File: config.mk
export PLATFORM = sky130hd
export DESIGN_NAME = i2c_master_bit_sequencer_core_flat
export DESIGN_NICKNAME = d
export VERILOG_FILES = /design/src/hw/rtl/i2cms_pkg.sv /design/src/hw/rtl/i2cms_if.sv /design/src/hw/rtl/i2cms_front.sv /design/src/hw/rtl/i2cms_queue.sv /design/src/hw/rtl/i2cms_back.sv /design/src/hw/rtl/i2c_master_bit_sequencer_core.sv /design/src/flat_wrapper.sv
export SDC_FILE = /design/constraint.sdc
export NUM_CORES = 1
export LEC_CHECK = 0
export BUFFER_PORTS_ARGS = -buffer_cell sky130_fd_sc_hd__buf_2
export CORE_MARGIN = 3
export CORE_UTILIZATION = 60
export CTS_BUF_LIST = sky130_fd_sc_hd__clkbuf_8
export CTS_CLUSTER_SIZE = 10
export DETAILED_ROUTE_END_ITERATION = 7
export PLACE_DENSITY_LB_ADDON = 0.25
export SYNTH_ARGS = -nofsm -noshare
export SYNTH_HDL_FRONTEND = slang
export SYNTH_SLANG_ARGS = --single-unit
File: constraint.sdc
create_clock -name i_clk -period 5.25 [get_ports i_clk]
set_clock_uncertainty 0.15 [all_clocks]
set_input_delay 1.05 -clock i_clk [delete_from_list [all_inputs] [get_ports i_clk]]
set_output_delay 1.05 -clock i_clk [all_outputs]
set_load 0.01 [all_outputs]
File: src/hw/rtl/i2cms_pkg.sv
// Shared types and constants for the I2C master bit sequencer.
// No dependencies.
`default_nettype none
package i2cms_pkg;

    localparam logic [2:0] OP_START  = 3'd0;
    localparam logic [2:0] OP_STOP   = 3'd1;
    localparam logic [2:0] OP_SEND   = 3'd2;
    localparam logic [2:0] OP_RECV   = 3'd3;
    localparam logic [2:0] OP_ACK_TX = 3'd4;
    localparam logic [2:0] OP_ACK_RX = 3'd5;

    localparam logic [7:0] MSB_MASK = 8'h80;

    // last step indexes for the send and receive commands
    localparam logic [4:0] SEND_LAST_STEP = 5'd23;
    localparam logic [4:0] RECV_LAST_STEP = 5'd16;

    typedef struct packed {
        logic [2:0] opcode;
        logic [7:0] tx_byte;
        logic       ack_to_send;
        logic [7:0] sda_samples;
    } t_cmd;

    typedef struct packed {
        logic       scl_level;
        logic       sda_level;
        logic [7:0] rx_value;
        logic       rx_valid;
        logic       last;
    } t_res;

    // queue status seen by the back end
    typedef struct packed {
        logic valid;
        logic full;
    } t_q_status;

endpackage
`default_nettype wire

File: src/hw/rtl/i2cms_if.sv
// Request and result channel interfaces (valid/ready with payload).
// Depends on i2cms_pkg.
`default_nettype none
interface i2cms_cmd_if;
    logic              valid;
    logic              ready;
    i2cms_pkg::t_cmd   payload;
    modport source (output valid, output payload, input ready);
    modport sink   (input valid, input payload, output ready);
endinterface

interface i2cms_res_if;
    logic              valid;
    logic              ready;
    i2cms_pkg::t_res   payload;
    modport source (output valid, output payload, input ready);
    modport sink   (input valid, input payload, output ready);
endinterface
`default_nettype wire

File: src/hw/rtl/i2cms_front.sv
// Front end: accepts requests, drops unused opcodes, holds one request
// for the queue. Depends on i2cms_pkg and i2cms_if.
`default_nettype none
module i2cms_front (
    input  wire             i_clk,
    input  wire             i_rst_n,
    i2cms_cmd_if.sink       i_cmd,
    input  wire             i_push_ready,
    output logic            o_push,
    output i2cms_pkg::t_cmd o_push_cmd
);
    logic            r_valid;
    i2cms_pkg::t_cmd r_cmd;
    logic            w_take;
    logic            w_legal;

    assign w_take  = !r_valid || i_push_ready;
    assign w_legal = (i_cmd.payload.opcode <= i2cms_pkg::OP_ACK_RX);

    always_ff @(posedge i_clk) begin
        if (!i_rst_n) begin
            r_valid <= 1'b0;
        end else if (w_take) begin
            r_valid <= i_cmd.valid && w_legal;
        end
    end

    always_ff @(posedge i_clk) begin
        if (w_take && i_cmd.valid) begin
            r_cmd <= i_cmd.payload;
        end
    end

    assign i_cmd.ready = w_take;
    assign o_push      = r_valid;
    assign o_push_cmd  = r_cmd;
endmodule
`default_nettype wire

File: src/hw/rtl/i2cms_queue.sv
// Small request queue between front and back end.
// Depends on i2cms_pkg.
`default_nettype none
module i2cms_queue #(
    parameter int DEPTH = 2
) (
    input  wire                 i_clk,
    input  wire                 i_rst_n,
    input  wire                 i_push,
    input  i2cms_pkg::t_cmd     i_push_cmd,
    output logic                o_push_ready,
    input  wire                 i_pop,
    output i2cms_pkg::t_q_status o_status,
    output i2cms_pkg::t_cmd     o_head
);
    localparam int PW = (DEPTH > 1) ? $clog2(DEPTH) : 1;
    localparam int CW = $clog2(DEPTH + 1);

    i2cms_pkg::t_cmd r_mem [DEPTH];
    logic [PW-1:0]   r_wr_ptr;
    logic [PW-1:0]   r_rd_ptr;
    logic [CW-1:0]   r_count;
    logic            w_wr;
    logic            w_rd;

    assign o_status.valid = (r_count != '0);
    assign o_status.full  = (r_count == CW'(DEPTH));
    assign o_push_ready   = !o_status.full;
    assign w_wr           = i_push && !o_status.full;
    assign w_rd           = i_pop && o_status.valid;
    assign o_head         = r_mem[r_rd_ptr];

    always_ff @(posedge i_clk) begin
        if (!i_rst_n) begin
            r_wr_ptr <= '0;
            r_rd_ptr <= '0;
            r_count  <= '0;
        end else begin
            if (w_wr) begin
                r_wr_ptr <= (r_wr_ptr == PW'(DEPTH - 1)) ? '0 : r_wr_ptr + 1'b1;
            end
            if (w_rd) begin
                r_rd_ptr <= (r_rd_ptr == PW'(DEPTH - 1)) ? '0 : r_rd_ptr + 1'b1;
            end
            if (w_wr && !w_rd) begin
                r_count <= r_count + 1'b1;
            end else if (w_rd && !w_wr) begin
                r_count <= r_count - 1'b1;
            end
        end
    end

    always_ff @(posedge i_clk) begin
        if (w_wr) begin
            r_mem[r_wr_ptr] <= i_push_cmd;
        end
    end
endmodule
`default_nettype wire

File: src/hw/rtl/i2cms_back.sv
// Back end: steps through the pin writes of one request, keeps the driven
// pin levels, output register. Depends on i2cms_pkg and i2cms_if.
`default_nettype none
module i2cms_back (
    input  wire                  i_clk,
    input  wire                  i_rst_n,
    input  i2cms_pkg::t_q_status i_status,
    input  i2cms_pkg::t_cmd      i_head,
    output logic                 o_pop,
    i2cms_res_if.source          o_res
);
    logic            r_busy;
    logic [2:0]      r_op;
    logic [7:0]      r_tx;
    logic            r_ack;
    logic [7:0]      r_smp;
    logic [4:0]      r_step;
    logic [1:0]      r_phase;
    logic            r_scl;
    logic            r_sda;
    logic            r_out_valid;
    i2cms_pkg::t_res r_res;

    logic            n_scl;
    logic            n_sda;
    logic [7:0]      n_rx;
    logic            n_rx_valid;
    logic            n_last;
    logic            w_adv;

    assign o_pop = !r_busy && i_status.valid;
    assign w_adv = r_busy && (!r_out_valid || o_res.ready);

    always_comb begin
        n_scl      = r_scl;
        n_sda      = r_sda;
        n_rx       = '0;
        n_rx_valid = 1'b0;
        n_last     = 1'b0;
        unique case (r_op)
            i2cms_pkg::OP_START: begin
                case (r_step[1:0])
                    2'd0:    n_sda = 1'b1;
                    2'd1:    n_scl = 1'b1;
                    2'd2:    n_sda = 1'b0;
                    default: begin
                        n_scl  = 1'b0;
                        n_last = 1'b1;
                    end
                endcase
            end
            i2cms_pkg::OP_STOP: begin
                case (r_step[1:0])
                    2'd0:    n_sda = 1'b0;
                    2'd1:    n_scl = 1'b1;
                    default: begin
                        n_sda  = 1'b1;
                        n_last = 1'b1;
                    end
                endcase
            end
            i2cms_pkg::OP_SEND: begin
                case (r_phase)
                    2'd0:    n_sda = |(r_tx & i2cms_pkg::MSB_MASK);
                    2'd1:    n_scl = 1'b1;
                    default: begin
                        n_scl  = 1'b0;
                        n_last = (r_step == i2cms_pkg::SEND_LAST_STEP);
                    end
                endcase
            end
            i2cms_pkg::OP_RECV: begin
                if (r_step == '0) begin
                    n_sda = 1'b1;
                end else if (r_step == i2cms_pkg::RECV_LAST_STEP) begin
                    n_scl      = 1'b0;
                    n_rx       = r_smp;
                    n_rx_valid = 1'b1;
                    n_last     = 1'b1;
                end else begin
                    n_scl = r_step[0];
                end
            end
            i2cms_pkg::OP_ACK_TX: begin
                case (r_step[1:0])
                    2'd0:    n_sda = r_ack;
                    2'd1:    n_scl = 1'b1;
                    default: begin
                        n_scl  = 1'b0;
                        n_last = 1'b1;
                    end
                endcase
            end
            i2cms_pkg::OP_ACK_RX: begin
                case (r_step[1:0])
                    2'd0:    n_sda = 1'b1;
                    2'd1:    n_scl = 1'b1;
                    default: begin
                        n_scl      = 1'b0;
                        n_rx       = {7'd0, |(r_smp & i2cms_pkg::MSB_MASK)};
                        n_rx_valid = 1'b1;
                        n_last     = 1'b1;
                    end
                endcase
            end
            default: n_last = 1'b1;
        endcase
    end

    always_ff @(posedge i_clk) begin
        if (!i_rst_n) begin
            r_busy      <= 1'b0;
            r_scl       <= 1'b1;
            r_sda       <= 1'b1;
            r_out_valid <= 1'b0;
            r_step      <= '0;
            r_phase     <= '0;
        end else begin
            if (o_pop) begin
                r_busy  <= 1'b1;
                r_step  <= '0;
                r_phase <= '0;
            end else if (w_adv) begin
                r_busy  <= !n_last;
                r_step  <= r_step + 1'b1;
                r_phase <= (r_phase == 2'd2) ? 2'd0 : r_phase + 1'b1;
                r_scl   <= n_scl;
                r_sda   <= n_sda;
            end
            if (w_adv) begin
                r_out_valid <= 1'b1;
            end else if (o_res.ready) begin
                r_out_valid <= 1'b0;
            end
        end
    end

    always_ff @(posedge i_clk) begin
        if (o_pop) begin
            r_op  <= i_head.opcode;
            r_tx  <= i_head.tx_byte;
            r_ack <= i_head.ack_to_send;
            r_smp <= i_head.sda_samples;
        end else if (w_adv && (r_phase == 2'd2)) begin
            r_tx <= {r_tx[6:0], 1'b0};
        end
        if (w_adv) begin
            r_res.scl_level <= n_scl;
            r_res.sda_level <= n_sda;
            r_res.rx_value  <= n_rx;
            r_res.rx_valid  <= n_rx_valid;
            r_res.last      <= n_last;
        end
    end

    assign o_res.valid   = r_out_valid;
    assign o_res.payload = r_res;
endmodule
`default_nettype wire

File: src/hw/rtl/i2c_master_bit_sequencer_core.sv
// Top level of the I2C master bit sequencer: front end, request queue,
// back end. Depends on i2cms_pkg, i2cms_if, i2cms_front, i2cms_queue, i2cms_back.
//
// Usage: i_cmd carries one request (opcode, tx_byte, ack_to_send,
// sda_samples). o_res returns one result per pin write, in order, with the
// SCL/SDA levels driven after that write; rx_value/rx_valid carry the
// received byte or ack on the final result, which has last set.
// Results per request: start 4, stop 3, send byte 24, receive byte 17,
// send ack 3, receive ack 3. Opcodes 6 and 7 are accepted and dropped.
// Flow: a request passes the front register, the queue and the back end's
// load step before its first result is registered; then one result per
// cycle while o_res.ready is high. The back end spends a load step per
// request on top of its result count.
// The front register and the QUEUE_DEPTH-entry queue keep accepting until full
// while the back end works or the output is stalled; a stall on o_res freezes
// the back end with the current result held.
// Reset: synchronous, active low; clears the queue, drops work in flight
// and returns both driven pin levels to released (1).
`default_nettype none
module i2c_master_bit_sequencer_core #(
    parameter int QUEUE_DEPTH = 2
) (
    input  wire         i_clk,
    input  wire         i_rst_n,
    i2cms_cmd_if.sink   i_cmd,
    i2cms_res_if.source o_res
);
    logic                 w_push;
    i2cms_pkg::t_cmd      w_push_cmd;
    logic                 w_push_ready;
    logic                 w_pop;
    i2cms_pkg::t_q_status w_status;
    i2cms_pkg::t_cmd      w_head;

    i2cms_front u_front (
        .i_clk        (i_clk),
        .i_rst_n      (i_rst_n),
        .i_cmd        (i_cmd),
        .i_push_ready (w_push_ready),
        .o_push       (w_push),
        .o_push_cmd   (w_push_cmd)
    );

    i2cms_queue #(
        .DEPTH (QUEUE_DEPTH)
    ) u_queue (
        .i_clk        (i_clk),
        .i_rst_n      (i_rst_n),
        .i_push       (w_push),
        .i_push_cmd   (w_push_cmd),
        .o_push_ready (w_push_ready),
        .i_pop        (w_pop),
        .o_status     (w_status),
        .o_head       (w_head)
    );

    i2cms_back u_back (
        .i_clk    (i_clk),
        .i_rst_n  (i_rst_n),
        .i_status (w_status),
        .i_head   (w_head),
        .o_pop    (w_pop),
        .o_res    (o_res)
    );

    a_pop_nonempty: assert property (@(posedge i_clk) disable iff (!i_rst_n)
        w_pop |-> w_status.valid)
        else $error("pop from empty queue");

    a_rx_on_last: assert property (@(posedge i_clk) disable iff (!i_rst_n)
        (o_res.valid && o_res.payload.rx_valid) |-> o_res.payload.last)
        else $error("received data not on final result");

    a_rx_zero: assert property (@(posedge i_clk) disable iff (!i_rst_n)
        (o_res.valid && !o_res.payload.rx_valid) |-> (o_res.payload.rx_value == 8'd0))
        else $error("rx_value nonzero without rx_valid");

    a_rx_scl_low: assert property (@(posedge i_clk) disable iff (!i_rst_n)
        (o_res.valid && o_res.payload.rx_valid) |-> !o_res.payload.scl_level)
        else $error("receive did not end with SCL low");
endmodule
`default_nettype wire
File: src/flat_wrapper.sv
// flat-port wrapper written by rule: the top's interface ports become plain ports
module i2c_master_bit_sequencer_core_flat 
#(
    parameter int QUEUE_DEPTH = 2
)
  (i_clk, i_rst_n, i_cmd_valid, i_cmd_payload, i_cmd_ready, o_res_valid, o_res_payload, o_res_ready);
  i2cms_cmd_if i_cmd_i ();
  i2cms_res_if o_res_i ();
  input  wire i_clk;
  input  wire i_rst_n;
  input wire logic [$bits(i_cmd_i.valid)-1:0] i_cmd_valid;
  input wire logic [$bits(i_cmd_i.payload)-1:0] i_cmd_payload;
  output wire logic [$bits(i_cmd_i.ready)-1:0] i_cmd_ready;
  output wire logic [$bits(o_res_i.valid)-1:0] o_res_valid;
  output wire logic [$bits(o_res_i.payload)-1:0] o_res_payload;
  input wire logic [$bits(o_res_i.ready)-1:0] o_res_ready;
  assign i_cmd_i.valid = i_cmd_valid;
  assign i_cmd_i.payload = i_cmd_payload;
  assign i_cmd_ready = i_cmd_i.ready;
  assign o_res_valid = o_res_i.valid;
  assign o_res_payload = o_res_i.payload;
  assign o_res_i.ready = o_res_ready;
  i2c_master_bit_sequencer_core #(.QUEUE_DEPTH(QUEUE_DEPTH)) u_core (.i_clk(i_clk), .i_rst_n(i_rst_n), .i_cmd(i_cmd_i), .o_res(o_res_i));
endmodule
==> impl_metrics.csv <==
group,metric,value,unit
status,status,"finished clean",
placement,gp_congestion,0.7962,
timing,final.setup.tns,0,ns
pwr,totalPowerFinal,2.298,mW
layout,post_layout_nonfiller_instances,396,
critical_path,path_cells,"buf_2 -> nand2b_4 -> nand2_1 -> o31ai_1",
clock_tree,clock_latency,0.36,ns
die,placement_rows,29,
clock_tree,cts_sinks,109,
timing,maxSlewViolCount,0,
synth,mappedNetlistArea,4168,um2
timing,slew_headroom,25.48,%
global_routing,grt_first_pass_wirelength,10.01,mm
layout,footprint_of_the_multi_input_gates,983.4,um2
clock_tree,cts.path.max_buffers,2,
pwr,total_leakage_power,1.665,nW
synth,synth_cells,272,
routing,detail_route.first_pass.iterations,4,
critical_path,startpoint_type,"input pin",
routing,post-route-drc-count,0,
placement,dp.cells,380,
routing,detailedRoute.firstIterationViolations,194,
layout,antenna_diode_count,0,
routing,via_count_of_the_routed_design,2258,
layout,nFillCells,435,
critical_path,cpLargestDelayFamily,"compound AO/OA/AOI/OAI gates",
routing,drtAntennaViolNets,0,
pwr,switching_share,30.11,%
pwr,ir_drop,397.9,uV
global_routing,antenna_found_initial,0,
critical_path,worst_setup_path_end_kind,"flop",
clock_tree,cts_hold_repair.buffers,0,
placement,detailed_place_hpwl,4.138,mm
timing,min_period,2.502,ns
synth,synthArstFlopShare,0,%
critical_path,path_buf_inv,1,
clock_tree,cts_tree,"yes",
layout,finalNetCount,342,
synth,synth.top_cell.area_share,66.29,%
critical_path,max_stage_delay,0.93,ns
timing,final.period_utilization,47.66,%
min_path,hold_path_class,"flop to flop",
routing,drt_wl_total,6.110,mm
synth,ys_top_cells_by_area,"edfxtp_1 (66%), dfxtp_1 (8.2%), mux2_2 (3.2%), mux2i_1 (2.2%), and2_1 (1.8%)",
run,cap_violations,0,
die,io_pins,38,
synth,yosys_warnings,0,
clock_tree,htree_levels,3,
timing,rsz0062_at_grt,"no",
die,die-area,7983,um2
pwr,p_int,1.606,mW
layout,layout.area.seq,3103,um2
synth,synth_ff_type,"edfxtp_1",
timing,hold_viol,0,
clock_tree,cts_root_buf,"clkbuf_8",
synth,synth.avg_cell_area,15.32,um2
layout,layout-drive-gt1-share,22.26,%
clock_tree,cts_inserted_buffers,9,
synth,synth-seq-cells,109,
pwr,p_sw,691.9,uW
routing,drt-vias-per-instance,5.702,
timing,max_slew.worst_pin.slew,1.108,ns
synth,synth.net_count,300,
global_routing,via_count_of_the_first_global_routing_pass,2155,
die,die_height,89.35,um
timing,finalHoldWorstSlack,0.3063,ns
critical_path,crit_arrival,2.33,ns
synth,post-synth-top-area-cell,"edfxtp_1",
synth,synth_enable_flop_cells,92,
pwr,share_clk_of_total_power,22.2,%
die,die_x,89.35,um
timing,final_count_of_negative_setup_slack_endpoints,0,
global_routing,globalRouteOverflowTotal,0,
pwr,combPwrFrac,21.4,%
synth,ys_types,42,
pwr,pwr_density,496.4,nW/um2
die,start_util,63.81,%
critical_path,cp.required,5.08,ns
placement,place.port_buffers,37,
critical_path,slowest_stage,"o31ai_1",
critical_path,critical_path_peak_fanout,8,
die,core,6531,um2
global_routing,grt_usage,17.36,%
critical_path,crit_type,"input pin to flop",
clock_tree,cts_setup_buffers,0,
pwr,p_seq_share,56.4,%
clock_tree,path_clk_slew,0.10,ns
clock_tree,post_cts_gate_resize_count,0,
layout,areaGrowthSynthToFinish,11.05,%
timing,fmaxAchievable,399.7,MHz
routing,wl_per_cell,15.43,um
synth,register_area_share_after_synthesis,74.45,%
global_routing,grt_start_max_net_pins,21,
[synth_stat cells, types with 2 or more instances]
library cell,count
a211o_1,3
a21oi_1,8
a32oi_1,2
and2_1,12
and3_1,3
buf_2,4
buf_4,2
clkinv_1,2
dfxtp_1,17
edfxtp_1,92
ha_1,4
inv_1,8
mux2_2,12
mux2i_1,9
nand2_1,18
nand2b_1,3
nand3_1,3
nand3b_1,3
nand4_1,2
nor2_1,18
nor2b_1,2
nor3_1,4
o21ai_0,12
o21bai_1,2
o31ai_1,3
or3_1,2
xnor2_1,2
xor2_1,6
[power by group through the flow]
| stage | Combinational, mW | Sequential, mW | Clock, mW |
|---|---|---|---|
| global placement | 0.475 | 1.30 | 0 |
| finish | 0.492 | 1.30 | 0.510 |
| detailed placement | 0.493 | 1.32 | 0 |
| global route | 0.559 | 1.32 | 0.554 |
| floorplan | 0.404 | 1.26 | 0 |
| CTS | 0.497 | 1.29 | 0.524 |
[layout make-up]
class                      instances  share of cell area, %
sequential                       109                  67.05
clock buffer                       9                  2.676
inverter                          10                 0.8110
multi-input combinational        145                  21.25
timing repair buffer              39                  4.325
clock inverter                     7                  1.811
tap                               77                  2.082
[stage by stage]
stage | worst slack, ns | utilization, % | instance area [um2]
floorplan | 2.698 | - | 4168
global placement | 2.395 | 67.68 | 4420
detailed placement | 2.390 | 67.68 | 4420
CTS | 2.755 | 70.86 | 4628
global route | 2.568 | 70.86 | 4628
finish | 2.748 | 70.86 | 4628
[flip-flops by register name, indices dropped and copies added (netlist names), named ones only]
name and cells:
u_core.u_back.r_step 5, u_core.u_queue.r_count 2, u_core.u_back.r_smp 8, u_core.u_front.o_push_cmd 20, u_core.u_back.r_ack 1, u_core.u_back.r_sda 1, u_core.u_front.o_push 1, u_core.u_queue.r_rd_ptr 1
u_core.u_back.r_scl 1, u_core.u_queue.r_wr_ptr 1, u_core.u_back.o_res.valid 1, u_core.u_back.r_op 3, u_core.u_queue.r_mem 40, u_core.u_back.r_phase 2, u_core.u_back.r_tx 8, u_core.u_back.r_busy 1
u_core.u_back.o_res.payload 12
[layer usage]
layer	routed length (um)	GRT usage, %
met3	271	3.779
met4	174	10.55
met2	2983	27.33
met5	0	0
met1	2681	22.12
[path summary, 6_finish.rpt]
path / endpoint / slack [ns] / start / cells after the start
worst min register to register: u_core.u_queue.r_mem[0][6] / 0.31 / u_core.u_front.o_push_cmd[6] / 0
worst max register to register: u_core.u_back.o_res.payload[11] / 3.13 / u_core.u_back.r_step[0] / 6
worst min-delay path: u_core.u_queue.r_mem[0][6] / 0.31 / u_core.u_front.o_push_cmd[6] / 0
worst max-delay path: u_core.u_back.r_tx[4] / 2.75 / o_res_ready / 4
[logic make-up after synthesis]
logic type / count (synthesis) / share of synthesized area, %
fa+ha+maj: 4 / 1.201
simple gates: 74 / 9.216
compound gates: 38 / 6.095
buf+inv: 18 / 1.951
xor+xnor: 8 / 1.681
mux: 21 / 5.404
flops: 109 / 74.45
[cells in the final DEF, fill, tap and decap left out, drive strengths merged, types with 4 or more instances in the layout]
master,instances
buf,39
mux2i,9
o21ai,12
clkinv,4
clkbuf,9
nor3,4
and2,12
dfxtp,17
nand2b,4
a21oi,8
nand2,18
mux2,12
xor2,6
nor2,18
ha,4
edfxtp,92
inv,10
Note: power is estimated with default switching activity, not from simulation.
